==> config.mk <==
export PLATFORM = sky130hd
export DESIGN_NAME = flt_alu
export DESIGN_NICKNAME = d
export VERILOG_FILES = /design/src/rtl/flt_pkg.sv /design/src/rtl/flt_alu.sv
export SDC_FILE = /design/constraint.sdc
export NUM_CORES = 1
export LEC_CHECK = 0
export ABC_CLOCK_PERIOD_IN_PS = 6000
export BUFFER_PORTS_ARGS = -buffer_cell sky130_fd_sc_hd__buf_2
export CAP_MARGIN = 20
export CORE_MARGIN = 2
export CORE_UTILIZATION = 30
export DETAILED_ROUTE_END_ITERATION = 16
export GPL_ROUTABILITY_DRIVEN = 0
export PLACE_DENSITY = 0.63
export SLEW_MARGIN = 10
export SYNTH_ARGS = -nofsm -noshare
export SYNTH_HDL_FRONTEND = slang
export SYNTH_SLANG_ARGS = --single-unit
==> constraint.sdc <==
create_clock -name vclk -period 6
set_input_delay 1.2 -clock vclk [all_inputs]
set_output_delay 1.2 -clock vclk [all_outputs]
set_load 0.05 [all_outputs]
==> src/rtl/flt_pkg.sv <==
`timescale 1ns / 1ps
// ----------------------------------------------------------------------------
// flt_pkg
// Shared sizes, request codes and sequencer states of the flow table.
// ----------------------------------------------------------------------------
package flt_pkg;

    // Pool geometry (BUCKETS is a power of two)
    localparam int ENTRIES = 64;
    localparam int BUCKETS = 64;
    localparam int IW      = $clog2(ENTRIES);
    localparam int PW      = $clog2(ENTRIES + 1);
    localparam int BKW     = (BUCKETS > 1) ? $clog2(BUCKETS) : 1;
    localparam int MAXN    = (ENTRIES > BUCKETS) ? ENTRIES : BUCKETS;
    localparam int CW      = $clog2(MAXN);

    localparam int TIME_W  = 32;
    localparam int LIFE_W  = 31;
    localparam logic [LIFE_W-1:0] LIFE_RESET = LIFE_W'(3000);

    // Null link encoding
    localparam logic [PW-1:0] NIL = PW'(ENTRIES);

    // Beat widths
    localparam int S_DATA_W = 80;
    localparam int S_USER_W = 4;
    localparam int M_DATA_W = 24;
    localparam logic [6:0] CNT_MAX = 7'd127;

    typedef enum logic [3:0] {
        REQ_TICK      = 4'd0,
        REQ_ADD       = 4'd1,
        REQ_FIND      = 4'd2,
        REQ_FIND_TR   = 4'd3,
        REQ_REFRESH   = 4'd4,
        REQ_SET_STATE = 4'd5,
        REQ_SET_TRUST = 4'd6,
        REQ_DELETE    = 4'd7,
        REQ_DEL_ALL   = 4'd8,
        REQ_UNTRUST   = 4'd9
    } req_t;

    typedef enum logic [4:0] {
        ST_INIT, ST_IDLE, ST_DISP,
        ST_SW_CHK, ST_SW_CMP, ST_EV, ST_AL, ST_AL1, ST_AP1, ST_AP2,
        ST_BK1, ST_BK2, ST_RF0, ST_RF1,
        ST_FND0, ST_FND1, ST_FND_CHK, ST_FND_CMP,
        ST_R0, ST_R1, ST_R2, ST_RW_RD, ST_RW_CK, ST_RET,
        ST_DA0, ST_DA1, ST_DA2, ST_DA3, ST_RESP
    } fsm_t;

endpackage

==> src/rtl/flt_alu.sv <==
`timescale 1ns / 1ps
// ----------------------------------------------------------------------------
// flt_alu
// Shared 32-bit adder/subtractor for time stamps, wrap compares and hashing.
// ----------------------------------------------------------------------------
module flt_alu
    import flt_pkg::*;
(
    input  logic [TIME_W-1:0] a,
    input  logic [TIME_W-1:0] b,
    input  logic              sub,
    output logic [TIME_W-1:0] y
);

    // Add or subtract; the sign bit of a - b gives the wrap compare
    always_comb
    begin
        if (sub)
        begin
            y = a - b;
        end
        else
        begin
            y = a + b;
        end
    end

endmodule

==> impl_results.md <==
* DIE WIDTH at 92.6 um
* Minimum clock period at roughly 6.1 ns
* Fmax at 164 MHz
* CLK BUF at 0
* Syn Nets at 446
* Syn Std Cell Area at 2360 sq um
* Die ar. at around 8600 sq um
* Sequential Area at 0 sq um
* Drt wl/cell at around 13 um
* Crit path DAT at 4.90 ns
* DRT iter0 DRCs at 96
* Top post-synthesis cells by area: ha_1 (17%), xnor2_1 (16%), a21oi_1 (9.6%)
* RSZ-0062 raised after global routing: true
* Antenna violations before repair at 0
* N_diodes at 0
* P&R area growth vs syn at 56.3%
* Seq Cell Count at 0
* Pwr Density at 226 nW/um^2
* Die height at 92.6 um
* Vias/cell at 5.09
* Fin. Hold Viols at 0
* Outcome: finished, violations left
* Drt drc at 0
* Hold Crit Class: in -> out
* Fin crit share at 102%
* Area of the multi-input gates at between 2000 and 3000 sq um
* Post-route ant nets at 0
* Area share of the largest cell type after synthesis at about 17%
* Iteration count of the initial detailed-routing pass at 4
* Worst Setup SP: b[5]
* Leak Pwr at 0.00166 uW
* Least-Margin Pin Slew at ~0.77 ns
* Setup WS pre-CTS at -0.210 ns
* Io pins at 97
* Slew Viols, Final at 0
* Pin count of the biggest net entering global routing at 20
* Worst Setup Slack, final at -0.102 ns
* Max-cap violations at 0
* Worst setup path class: in -> out
* CP startpoint kind: input port
* Vias in the first global route at 2853
* Via Count at 3016
* Rows at 32
* Sequential area share after synthesis at 0%
* CP max FO at 5
* Failing checks: negative setup slack
* CP required at 4.80 ns
* Synth Warn # at 0
* Global-route wire length before repair at 12500 um
* Post-Syn Area per Cell at just under 7 sq um
* Hold_buf cts at 0
* Slew HR at 47.9%
* FILL cells at 812
* Synth area leader: ha_1
* Final #Nets at 591
* Mapped Cells at 348
* Final std cells w/o fill at 593
* Hold wc startpoint: b[0]
* Hpwl dp at a little under 7000 um
* Port buffer count at between 90 and 100
* Placed insts at 588
* Final setup viols at 3
* Hold Slack at 2.88 ns
* Worst setup EP type: primary output
* Core box area at 7690 sq um
* Peak supply drop at ~0.00011 V
* Proportion of layout cells with a drive suffix above 1 at around two fifths
* Detailed Route WL at 7930 um
* GRT Util Overall at 17.3%
* Initial Util at between 30% and 40%
* GRT Residual Overflow at 0
* Post-synth cell types at 51
==> cell usage after synthesis, drive strengths merged <==
library cell,number
buf,2
or3,5
o41ai,1
nor2b,5
or2,1
xor2,15
ha,32
fa,1
o31ai,1
or4,3
a21oi,45
a211oi,2
o31a,1
o211ai,3
o21ba,1
o21ai,18
xnor2,43
nor3,17
clkbuf,9
nand2,24
nor2,39
nor4b,3
inv,15
nor4,5
nand4,5
nand3,9
a41oi,2
and3,6
nand3b,1
nand2b,1
a32o,1
o21a,5
o21bai,7
a311oi,2
a21o,7
mux2,1
o2bb2ai,2
mux2i,1
a31oi,7
==> what timing repair did <==
action,CTS,global route
setup endpoints to repair,7,13
gates cloned,0,0
setup buffers,0,5
pin swaps,5,15
gates resized for setup,14,59
==> report_power, final <==
part	total (uW)	switching (uW)	internal (uW)	leakage [uW]
Clock	0	0	0	0
Combinational	834	530	304	0.00166
Sequential	0	0	0	0
Total	834	530	304	0.00166
==> cells in the final DEF (no fill, tap or decap), drive strengths merged, types with 2 or more instances in the layout <==
cell type and instances:
or3 5, nor2 39, nor4 5, nand3 9, a21o 7, nand2 24
a31oi 7, xnor2 43, o21bai 7, or4 3, buf 154, o2bb2ai 2
o211ai 3, o21a 5, a211oi 2, o21ai 18, nor3 17, nor2b 5
inv 15, nor4b 3, xor2 15, a21oi 45, and3 6, ha 32
a41oi 2, nand4 5, a311oi 2
==> worst paths after layout <==
kind / endpoint / slack (ns) / cells past startpoint
max: y[29] / -0.10 / 17
min: y[0] / 2.88 / 4
==> layout make-up <==
cell class,count,area share (%)
Tap cell,102,3.46
Multi-Input combinational cell,322,68.0
Timing Repair Buffer,154,27.0
Inverter,15,1.53
==> critical path, cell delays in order <==
cell and delay [ns]:
buf_6 0.09, or4_4 0.53, or3_4 0.36, nor2_4 0.10, nand2_2 0.08, nor3_4 0.24
a21oi_2 0.08, xnor2_1 0.14, ha_1 0.39, nand3_2 0.11, or3_4 0.39, o21ai_4 0.17
a311oi_2 0.11, buf_4 0.16, o211ai_1 0.39, xnor2_4 0.16, buf_6 0.18
==> kinds of logic (layout without fill, tap and decap cells) <==
| group | after synthesis | after routing | share of synthesized area [%] |
|---|---|---|---|
| muxes | 2 | 2 | 0.902 |
| adders and majority gates | 33 | 33 | 17.8 |
| xor gates and xnor gates | 58 | 58 | 21.9 |
| buffers and inverters | 26 | 169 | 4.25 |
| and+or+nand+nor | 124 | 124 | 27.2 |
| AOI/OAI and AO/OA | 105 | 105 | 28.0 |
==> metrics by stage <==
stage          setup TNS, ns  utilization, %  power (uW)  cell area (sq um)
3_5_place_dp          -0.765            44.3         763               3410
2_1_floorplan         -0.324               -         550               2450
4_1_cts              -0.0952            45.1         778               3460
5_1_grt                -1.61            47.9         888               3680
3_3_place_gp          -0.338            44.3         756               3410
6_report              -0.188            47.9         834               3680
==> layer usage <==
layer | share of wire [%] | global-route usage [%]
met3 | 5.7 | 2.03
met1 | 45 | 23.5
met2 | 47 | 30.2
met4 | 1.8 | 2.33
met5 | 0 | 0
(Power assumes the default switching activity.)
