## src/rtl/flt_ram.sv

```systemverilog
`timescale 1ns / 1ps
// ----------------------------------------------------------------------------
// flt_ram
// Simple dual-port RAM: one write port, one read port with registered data.
// ----------------------------------------------------------------------------
module flt_ram #(
    parameter int WIDTH = 8,
    parameter int DEPTH = 64
) (
    input  logic                     clk,
    input  logic                     we,
    input  logic [$clog2(DEPTH)-1:0] waddr,
    input  logic [WIDTH-1:0]         wdata,
    input  logic [$clog2(DEPTH)-1:0] raddr,
    output logic [WIDTH-1:0]         rdata
);

    logic [WIDTH-1:0] mem_reg [DEPTH];
    logic [WIDTH-1:0] rdata_reg;

    // Write port
    always_ff @(posedge clk)
    begin
        if (we)
        begin
            mem_reg[waddr] <= wdata;
        end
    end

    // Registered read port
    always_ff @(posedge clk)
    begin
        rdata_reg <= mem_reg[raddr];
    end

    assign rdata = rdata_reg;

endmodule

```

## config.mk

```make
export PLATFORM = sky130hd
export DESIGN_NAME = flt_ram
export DESIGN_NICKNAME = d
export VERILOG_FILES = /design/src/rtl/flt_ram.sv
export SDC_FILE = /design/constraint.sdc
export NUM_CORES = 1
export LEC_CHECK = 0
export BUFFER_PORTS_ARGS = -buffer_cell sky130_fd_sc_hd__buf_2
export CORE_MARGIN = 5
export CORE_UTILIZATION = 56
export DETAILED_ROUTE_END_ITERATION = 10
export PLACE_DENSITY = 0.75
export RECOVER_POWER = 25
export SLEW_MARGIN = 20
export SYNTH_ARGS = -nofsm -noshare
export SYNTH_HDL_FRONTEND = slang
export SYNTH_SLANG_ARGS = --single-unit
export TNS_END_PERCENT = 1
```

## constraint.sdc

```tcl
create_clock -name clk -period 1.8 [get_ports clk]
set_input_delay 0.09 -clock clk [delete_from_list [all_inputs] [get_ports clk]]
set_output_delay 0.09 -clock clk [all_outputs]
set_load 0.02 [all_outputs]
```

==> run metrics, run 1 <==
VDD IR-drop max 0.000879 V; Worst Slack Setup Final -37.3 ps; unrepaired setup endpoints after global routing true; adder-cell share of the synthesized area 0%; Clock Skew 15.2 ps; min-delay src waddr[1]; worst path cell trace mux4_2, mux4_2, nor2_2, nor3_1, o2bb2ai_1; met1 Use GR 32.2%; Ports 30; H-tree levels 2; clock share of power 40.6%; Total GRT Usage 23.3%; clk sink count 520; Hold Path End mem_reg[48][5]; Non-Filler Instances 1624; CTS tree done; post-synthesis xor/xnor area fraction 0%; nets 1138; largest family of logic cells by synthesized area multiplexers; Cell Rows 69; final cycle utilization of the critical path 102%; Comb power frac 5.7%; Critical Path End Type register; vias in the first global route 10415; Area Growth Syn to Fin 16.9%; status complete, but fails checks; DRT Wirelength 45400 um; Chip Height 200 um; clk root buf clkbuf_16; number of flip-flops in the largest register 512; initial core utilization 56.7%; largest net degree at the start of global routing 65; slowest CP cell mux4_2; setup tns final -80.1 ps; post-DP HPWL 28800 um; crit path DAT 2320 ps; Max Cap Viol 0; Worst-Margin Slew 1350 ps; Crit path largest cell delay 520 ps; Remaining Overflow, GRT 0; Critical Path RT 2290 ps; Total Die Area 0.0399 mm^2; clock latency on the worst-skew pair 590 ps; Synth Area in Simple Gates 3.39%; via count 10288; synth unique cells 40; Worst Setup Start Kind register; WL per Instance 28.0 um; met2 Usage GRT 36.5%; Worst path most repeated cell mux4_2; Core Box Area 0.0356 mm^2; GP Congestion 0.897; Reg power frac 53.7%; r2r startpoint mem_reg[6][2]; switching share of power 20.8%; initial antenna violation count 3; Leakage 7.67 nW; cells after synthesis 940; Post-Place Worst Slack -420 ps; Final setup viols 3; Hold Fails Final Rpt 0; reg-to-reg slack, setup -40 ps; Worst Path Max Fanout 1; gr busiest metal met2; fin crit period 1840 ps; Compound-Gate Fraction of Synth Area 2.07%; mux cell area share after synthesis 15.9%; Die X 200 um; Psw 5.20 mW; dpl cells 1521; Mapped Nets 962; Hold Crit Depth 3; Longest Clk Path Bufs 3; Power, Total 25.1 mW; Final Slew Violations 0; R2R depth 5; failing checks setup timing; Pre-Repair DR Iteration Count 7; Int Pwr 19.9 mW; Clock transition at path regs 70 ps; layout cells sized above 1 33.6%; CTS Buf Count 49; Power Density 1060 mW/mm^2; post-route ant nets 0; worst rel slew slack 9.68%; Yosys Warn Count 0; Post-Syn Area 0.0202 mm^2; Synth Register Bits 520; input/output buffers 29; syn_area_per_cell 21.5 um^2; sequential share of the synthesized area 77.0%; vias per cell 6.33; fmax 544 MHz; critical path class register to register; Worst R2R End rdata[2]; met3 Track Usage GR 5.96%; drt drc 0; Starting DRT DRC Count 1070; global-route wire length before repair 67000 um; Hold Path Class input port to register
## per-layer routing
layer	up-vias	part of all wire, %
met5	-	0.037
met4	2	3.4
met3	103	9.9
met2	549	48
met1	5339	38
li1	4295	-
## critical path, delay by kind of cell (launching register included)
kind	cells	cell delay (ps)
flops	1	410
compound gates	1	130
mux	2	1020
simple gates	2	170
## how the worst max path moves through the flow
stage / to / startpoint / slack [ps] / cells past startpoint
floorplan: rdata[3] / raddr[1] / 40 / 7
global placement: rdata[6] / raddr[0] / -280 / 9
detailed placement: rdata[5] / raddr[0] / -420 / 7
CTS: rdata[4] / mem_reg[21][4] / -20 / 5
global route: rdata[4] / mem_reg[21][4] / -80 / 5
finish: rdata[2] / mem_reg[6][2] / -40 / 5
## synthesized netlist by cell type, drive strengths merged
master / n / area share [%]
buf: 34 / 1.3
o221ai: 8 / 0.35
o32ai: 2 / 0.087
nand2: 19 / 0.35
nand4b: 1 / 0.043
nor2: 83 / 1.5
mux2: 13 / 0.73
o41ai: 2 / 0.087
clkbuf: 17 / 0.32
nand3b: 3 / 0.11
a2111oi: 2 / 0.087
or3: 1 / 0.031
nor2b: 14 / 0.43
a21oi: 3 / 0.074
o21a: 2 / 0.074
o221a: 2 / 0.11
mux4: 126 / 14
o22ai: 8 / 0.25
a211oi: 4 / 0.15
a221oi: 6 / 0.26
nand3: 13 / 0.32
nand2b: 7 / 0.22
mux2i: 23 / 1.1
a22oi: 3 / 0.11
a31oi: 1 / 0.031
nor4: 2 / 0.062
o21ai: 4 / 0.099
dfxtp: 8 / 0.79
o2bb2ai: 3 / 0.13
edfxtp: 512 / 76
o2111ai: 3 / 0.13
and2: 1 / 0.031
nor3: 7 / 0.17
nand4: 2 / 0.062
o311ai: 1 / 0.043
## kinds of logic (layout without fill, tap and decap cells)
| kind of cell | Yosys count | after routing |
|---|---|---|
| mux | 162 | 162 |
| compound gates | 54 | 54 |
| buf+inv | 51 | 265 |
| flops | 520 | 520 |
| other cells | 0 | 9 |
| simple gates | 153 | 153 |
## timing repair
item,in CTS,in global routing
endpoints found under the setup margin,6,8
pin swaps,4,2
setup buffers,0,0
endpoints found under the hold margin,39,0
hold buffers,6,0
gates resized for setup,14,9
## stage by stage
step                      instance area [um^2]  hold WS [ps]  util (%)
after floorplan                          20200           189         -
after global placement                   21800           529      61.4
after detailed placement                 21800           532      61.4
after CTS                                23600         0.811      66.2
after global routing                     23600           150      66.2
final                                    23600           152      66.3
## placed cells by master (no fill, tap or decap), drive strengths merged, types with 7 or more instances in the layout
cell type	n
edfxtp	512
nand3	13
buf	162
nor3	7
nor2	83
mux2i	23
o22ai	8
clkinv	13
mux2	13
mux4	126
nand2	19
dfxtp	8
nor2b	14
o221ai	8
diode	9
clkbuf	79
nand2b	7
## final cells by class
| type | count | area (um^2) |
|---|---|---|
| diodes | 9 | 22.5 |
| clock buffers | 71 | 1410 |
| clock inverters | 18 | 185 |
| fillers | 2250 | 12000 |
| multi-input cells | 369 | 4420 |
| flip-flops and latches | 520 | 15500 |
| well taps | 461 | 577 |
| repair buffers | 176 | 1440 |
## power groups by stage
stage / combinational [mW] / clock [mW] / sequential [mW]
2_1_floorplan: 0.714 / 0 / 13.7
3_3_place_gp: 1.35 / 0 / 13.7
3_5_place_dp: 1.38 / 0 / 13.7
4_1_cts: 1.42 / 10.3 / 13.4
5_1_grt: 1.51 / 10.9 / 13.5
6_report: 1.43 / 10.2 / 13.5
Power figures use the tool's default switching activity.
==> inputs of run 2 (changes only) <==
--- a/config.mk
+++ b/config.mk
@@ -7,9 +7,9 @@
 export LEC_CHECK = 0
 export BUFFER_PORTS_ARGS = -buffer_cell sky130_fd_sc_hd__buf_2
 export CORE_MARGIN = 5
-export CORE_UTILIZATION = 56
+export CORE_UTILIZATION = 55
 export DETAILED_ROUTE_END_ITERATION = 10
-export PLACE_DENSITY = 0.75
+export PLACE_DENSITY = 0.74
 export RECOVER_POWER = 25
 export SLEW_MARGIN = 20
 export SYNTH_ARGS = -nofsm -noshare
==> run metrics, run 2 (synthesis results as in run 1) <==
Die X 201 um (was 200 um); Clock transition at path regs 60 ps (was 70 ps); Chip Height 201 um (was 200 um); Hold Crit Depth 3 (unchanged); Pre-Repair DR Iteration Count 5 (was 7); commonest non-fill, non-tap cells in the layout edfxtp_1 (512), buf_4 (141), mux4_2 (126) (was edfxtp_1 (512), buf_4 (127), mux4_2 (126)); Buf/Inv on CP 1 (was 0); Hold Path End rdata[6] (was mem_reg[48][5]); r2r startpoint mem_reg[29][6] (was mem_reg[6][2]); commonest non-fill, non-tap cell in the layout edfxtp_1 (unchanged); Remaining Overflow, GRT 0 (unchanged); vias per cell 6.19 (was 6.33); Area Growth Syn to Fin 16.8% (was 16.9%); Total Die Area 0.0406 mm^2 (was 0.0399 mm^2); failing checks setup timing (unchanged); layout cells sized above 1 33.9% (was 33.6%); Total GRT Usage 22.4% (was 23.3%); Final Slew Violations 0 (unchanged); Ports 30 (unchanged); Worst Slack Setup Final -98.3 ps (was -37.3 ps); unrepaired setup endpoints after global routing true (unchanged); Clock Skew 13.7 ps (was 15.2 ps); initial antenna violation count 1 (was 3); Cell Rows 70 (was 69); min-delay src raddr[5] (was waddr[1]); Hold Path Class input port to register (unchanged); H-tree levels 2 (unchanged); Starting DRT DRC Count 1227 (was 1070); vias in the first global route 10490 (was 10415); via count 10078 (was 10288); Worst-Margin Slew 1480 ps (was 1350 ps); CTS Buf Count 50 (was 49); Longest Clk Path Bufs 3 (unchanged); Power Density 1050 mW/mm^2 (was 1060 mW/mm^2); post-route ant nets 0 (unchanged); met2 Usage GRT 36.6% (was 36.5%); DRT Wirelength 44800 um (was 45400 um); number of flip-flops in the largest register 512 (unchanged); Power, Total 24.6 mW (was 25.1 mW); Crit path largest cell delay 490 ps (was 520 ps); Worst Setup Start Kind register (unchanged); input/output buffers 29 (unchanged); Ant. Diodes 0 (was 9); clock latency on the worst-skew pair 570 ps (was 590 ps); final core occ 64.7% (was 66.3%); Critical Path RT 2220 ps (was 2290 ps); delay-heaviest family, CP multiplexers (unchanged); CTS tree done (unchanged); Worst R2R End rdata[6] (was rdata[2]); VDD IR-drop max 0.000728 V (was 0.000879 V); WL per Instance 27.5 um (was 28.0 um); gr busiest metal met2 (unchanged); clk root buf clkbuf_16 (unchanged); clk sink count 520 (unchanged); reg-to-reg slack, setup -100 ps (was -40 ps); worst path cell trace mux4_2, mux2_4, o221a_4, nor3_2, buf_4, o32ai_1 (was mux4_2, mux4_2, nor2_2, nor3_1, o2bb2ai_1); largest net degree at the start of global routing 65 (unchanged); met3 Track Usage GR 4.93% (was 5.96%); critical path class register to register (unchanged); crit path DAT 2320 ps (about the same); drt drc 0 (unchanged); worst rel slew slack 1.16% (was 9.68%); Leakage 7.71 nW (was 7.67 nW); initial core utilization 55.4% (was 56.7%); Critical Path End Type register (unchanged); status complete, but fails checks (unchanged); Max Cap Viol 0 (unchanged); slowest CP cell mux4_2 (unchanged); met1 Use GR 30.9% (was 32.2%); nets 1148 (was 1138); Final setup viols 6 (was 3); R2R depth 6 (was 5); Core Box Area 0.0364 mm^2 (was 0.0356 mm^2); Hold Fails Final Rpt 0 (unchanged); post-DP HPWL 28600 um (was 28800 um); GP Congestion 0.824 (was 0.897); Worst Path Max Fanout 1 (unchanged); global-route wire length before repair 67100 um (was 67000 um); fmax 527 MHz (was 544 MHz); final cycle utilization of the critical path 105% (was 102%); fin crit period 1900 ps (was 1840 ps)
[run 2: changes by cell type in the layout (fill, tap and decap cells not counted), sizes merged]
| cell | before | now |
|---|---|---|
| clkbuf | 79 | 74 |
| bufinv | 3 | 2 |
| buf | 162 | 178 |
| diode | 9 | 0 |
| inv | 1 | 0 |
| clkinv | 13 | 18 |
| dlygate4sd3 | 6 | 0 |
| clkinvlp | 1 | 0 |
[run 2: final cells by class]
class	count	area (um^2)
Sequential cell	520	15500
Fill cell	2389	12900
Multi-Input combinational cell	369	4390
Timing Repair Buffer	185	1530
Clock buffer	67	1380
Tap cell	468	586
Clock inverter	20	140
[run 2: power by group]
group	switching, mW	internal (mW)
combinational	0.831	0.604
sequential	0.0402	13.4
clock	4.13	5.62
[run 2: stage by stage]
step                setup slack [ps]  instance area (um^2)  hold slack [ps]  instances  setup TNS [ps]
floorplan                       42.3                 20200              189        940               0
global placement                -522                 22000              531       1542           -2530
detailed placement              -537                 22000              529       1542           -2660
CTS                             -108                 23600           -0.324       1629            -402
global route                    -126                 23600             31.0       1629            -628
finish                         -98.3                 23600             34.8       1629            -346
[run 2: what timing repair did]
item	4_1_cts	5_1_grt
pin swaps	2	1
setup buffers	0	0
hold endpoints to repair	1	0
resized for setup	15	1
setup endpoints to repair	8	8
[run 2: how the worst max path moves through the flow]
| stage | start | slack, ps | endpoint | cells past startpoint |
|---|---|---|---|---|
| global placement | raddr[0] | -520 | rdata[7] | 6 |
| detailed placement | raddr[0] | -540 | rdata[7] | 6 |
| finish | mem_reg[29][6] | -100 | rdata[6] | 6 |
| global route | mem_reg[29][6] | -130 | rdata[6] | 6 |
| floorplan | raddr[1] | 40 | rdata[3] | 7 |
| CTS | mem_reg[29][6] | -110 | rdata[6] | 6 |
[run 2: routing by layer]
layer | wire length, um | share of wire, % | vias up
li1 | - | - | 4296
met1 | 17400 | 39 | 5261
met2 | 22400 | 50 | 435
met3 | 3790 | 8.5 | 84
met4 | 1280 | 2.9 | 2
met5 | 13 | 0.029 | -
[run 2: worst reg2reg max path, cell delays in order, from the launching register on]
cell	delay, ps
edfxtp_1	360
mux4_2	490
mux2_4	290
o221a_4	270
nor3_2	110
buf_4	150
o32ai_1	80
==> inputs of run 3 (changes only) <==
--- a/config.mk
+++ b/config.mk
@@ -8,6 +8,7 @@
 export BUFFER_PORTS_ARGS = -buffer_cell sky130_fd_sc_hd__buf_2
 export CORE_MARGIN = 5
 export CORE_UTILIZATION = 55
+export CTS_BUF_LIST = sky130_fd_sc_hd__clkbuf_4 sky130_fd_sc_hd__clkbuf_8
 export DETAILED_ROUTE_END_ITERATION = 10
 export PLACE_DENSITY = 0.74
 export RECOVER_POWER = 25
==> run metrics, run 3 (synthesis results as in run 1) <==
Total GRT Usage 22.4% (about the same); VDD IR-drop max 0.000581 V (was 0.000728 V); reg-to-reg slack, setup -90 ps (was -100 ps); clk root buf clkbuf_8 (was clkbuf_16); number of flip-flops in the largest register 512 (unchanged); unrepaired setup endpoints after global routing true (unchanged); via count 10190 (was 10078); Worst Setup Start Kind register (unchanged); Non-Filler Instances 1684 (was 1629); input/output buffers 29 (unchanged); CTS tree done (unchanged); Final setup viols 6 (unchanged); clock latency on the worst-skew pair 620 ps (was 570 ps); Area Growth Syn to Fin 16.7% (was 16.8%); post-DP HPWL 28600 um (unchanged); final cycle utilization of the critical path 105% (about the same); layout cells sized above 1 37.0% (was 33.9%); setup tns final -188 ps (was -346 ps); min-delay src raddr[4] (was raddr[5]); global-route wire length before repair 67100 um (unchanged); clk sink count 520 (unchanged); FF/Latch Area 0.0155 mm^2 (unchanged); status complete, but fails checks (unchanged); Worst Path Max Fanout 1 (unchanged); dpl cells 1542 (unchanged); fmax 529 MHz (was 527 MHz); fin crit period 1890 ps (was 1900 ps); vias per cell 6.05 (was 6.19); Hold Path Class input port to register (unchanged); Hold Crit Depth 4 (was 3); Fin Hold WS 60.0 ps (was 34.8 ps); GP Congestion 0.824 (unchanged); Post-CTS Setup Bufs 0 (unchanged); Final Slew Violations 0 (unchanged); post-route ant nets 0 (unchanged); critical path class register to register (unchanged); filler instances 2426 (was 2389); Total Die Area 0.0406 mm^2 (unchanged); R2R depth 6 (unchanged); Critical Path RT 2290 ps (was 2220 ps); Critical Path End Type register (unchanged); Hold Path End rdata[6] (unchanged); initial antenna violation count 2 (was 1); Longest Clk Path Bufs 3 (unchanged); Core Box Area 0.0364 mm^2 (unchanged); Hold Fails Final Rpt 0 (unchanged); Ports 30 (unchanged); Clock Skew 24.2 ps (was 13.7 ps); Worst Slack Setup Final -88.7 ps (was -98.3 ps); failing checks capacitance limit, setup timing (was setup timing); Leakage 7.74 nW (was 7.71 nW); H-tree levels 3 (was 2); r2r startpoint mem_reg[29][4] (was mem_reg[29][6]); Chip Height 201 um (unchanged); crit path DAT 2370 ps (was 2320 ps); vias in the first global route 10591 (was 10490); Multi-input gate area 0.00441 mm^2 (was 0.00439 mm^2); CTS Buf Count 79 (was 50); final core occ 64.6% (was 64.7%); Cell Rows 70 (unchanged); WL per Instance 26.6 um (was 27.5 um); drt drc 0 (unchanged); nets 1180 (was 1148); initial core utilization 55.4% (unchanged); Max Cap Viol 1 (was 0); Ant. Diodes 0 (unchanged); Worst R2R End rdata[4] (was rdata[6]); commonest non-fill, non-tap cell in the layout edfxtp_1 (unchanged); worst rel slew slack 0.349% (was 1.16%); largest net degree at the start of global routing 65 (unchanged); Pre-Repair DR Iteration Count 7 (was 5); Starting DRT DRC Count 1104 (was 1227); Die X 201 um (unchanged); Clock transition at path regs 60 ps (about the same); DRT Wirelength 44700 um (was 44800 um); Power Density 1020 mW/mm^2 (was 1050 mW/mm^2); Worst-Margin Slew 1490 ps (was 1480 ps); Remaining Overflow, GRT 0 (unchanged); commonest non-fill, non-tap cells in the layout edfxtp_1 (512), buf_4 (139), mux4_2 (126) (was edfxtp_1 (512), buf_4 (141), mux4_2 (126))
run 3: changes by cell type in the layout (fill, tap and decap cells not counted), sizes merged:
cell and delta:
clkinvlp +4, clkbuf +43, buf -2, bufinv -2, clkinv +8, dlygate4sd3 +4
run 3: how the worst max path moves through the flow:
stage,start,to
after global placement,raddr[0],rdata[7]
after CTS,mem_reg[29][6],rdata[6]
after global routing,mem_reg[24][4],rdata[4]
after detailed placement,raddr[0],rdata[7]
final,mem_reg[29][4],rdata[4]
after floorplan,raddr[1],rdata[3]
run 3: stage by stage:
stage	instance area (um^2)	total power, mW	setup slack [ps]
3_5_place_dp	22000	15.1	-537
5_1_grt	23500	24.8	-116
3_3_place_gp	22000	15.1	-522
2_1_floorplan	20200	14.4	42.3
4_1_cts	23500	24.1	-96.1
6_report	23500	23.9	-88.7
run 3: critical path, cell delays in order (launching register included):
cell      delay, ps
edfxtp_1        360
mux4_2          490
mux2_4          290
o221a_4         280
nor3_2          120
buf_4           150
o32ai_1          80
run 3: cell type report:
cell class              instances  share of cell area [%]
clock buffers                 109                    5.63
clock inverters                30                   0.585
multi-input cells             369                    18.7
flip-flops and latches        520                    66.0
well taps                     468                    2.49
repair buffers                188                    6.61
run 3: where the power goes:
part	internal, mW	leakage, nW	switching (mW)
combinational	0.609	2.30	0.830
sequential	13.4	4.67	0.0408
clock	4.75	0.764	4.26
run 3: layer usage:
metal / GRT usage (%) / vias up / share of wire (%)
met4: 6.76 / 4 / 2.3
li1: - / 4373 / -
met2: 36.5 / 510 / 50
met1: 30.9 / 5236 / 38
met3: 5.24 / 67 / 9.3
met5: 0 / - / 0.060
run 3: what timing repair did:
item / in CTS / in global routing
endpoints found under the setup margin: 8 / 8
gates resized for setup: 15 / 3
endpoints found under the hold margin: 68 / 5
pin swaps: 2 / 1
hold buffers: 1 / 3
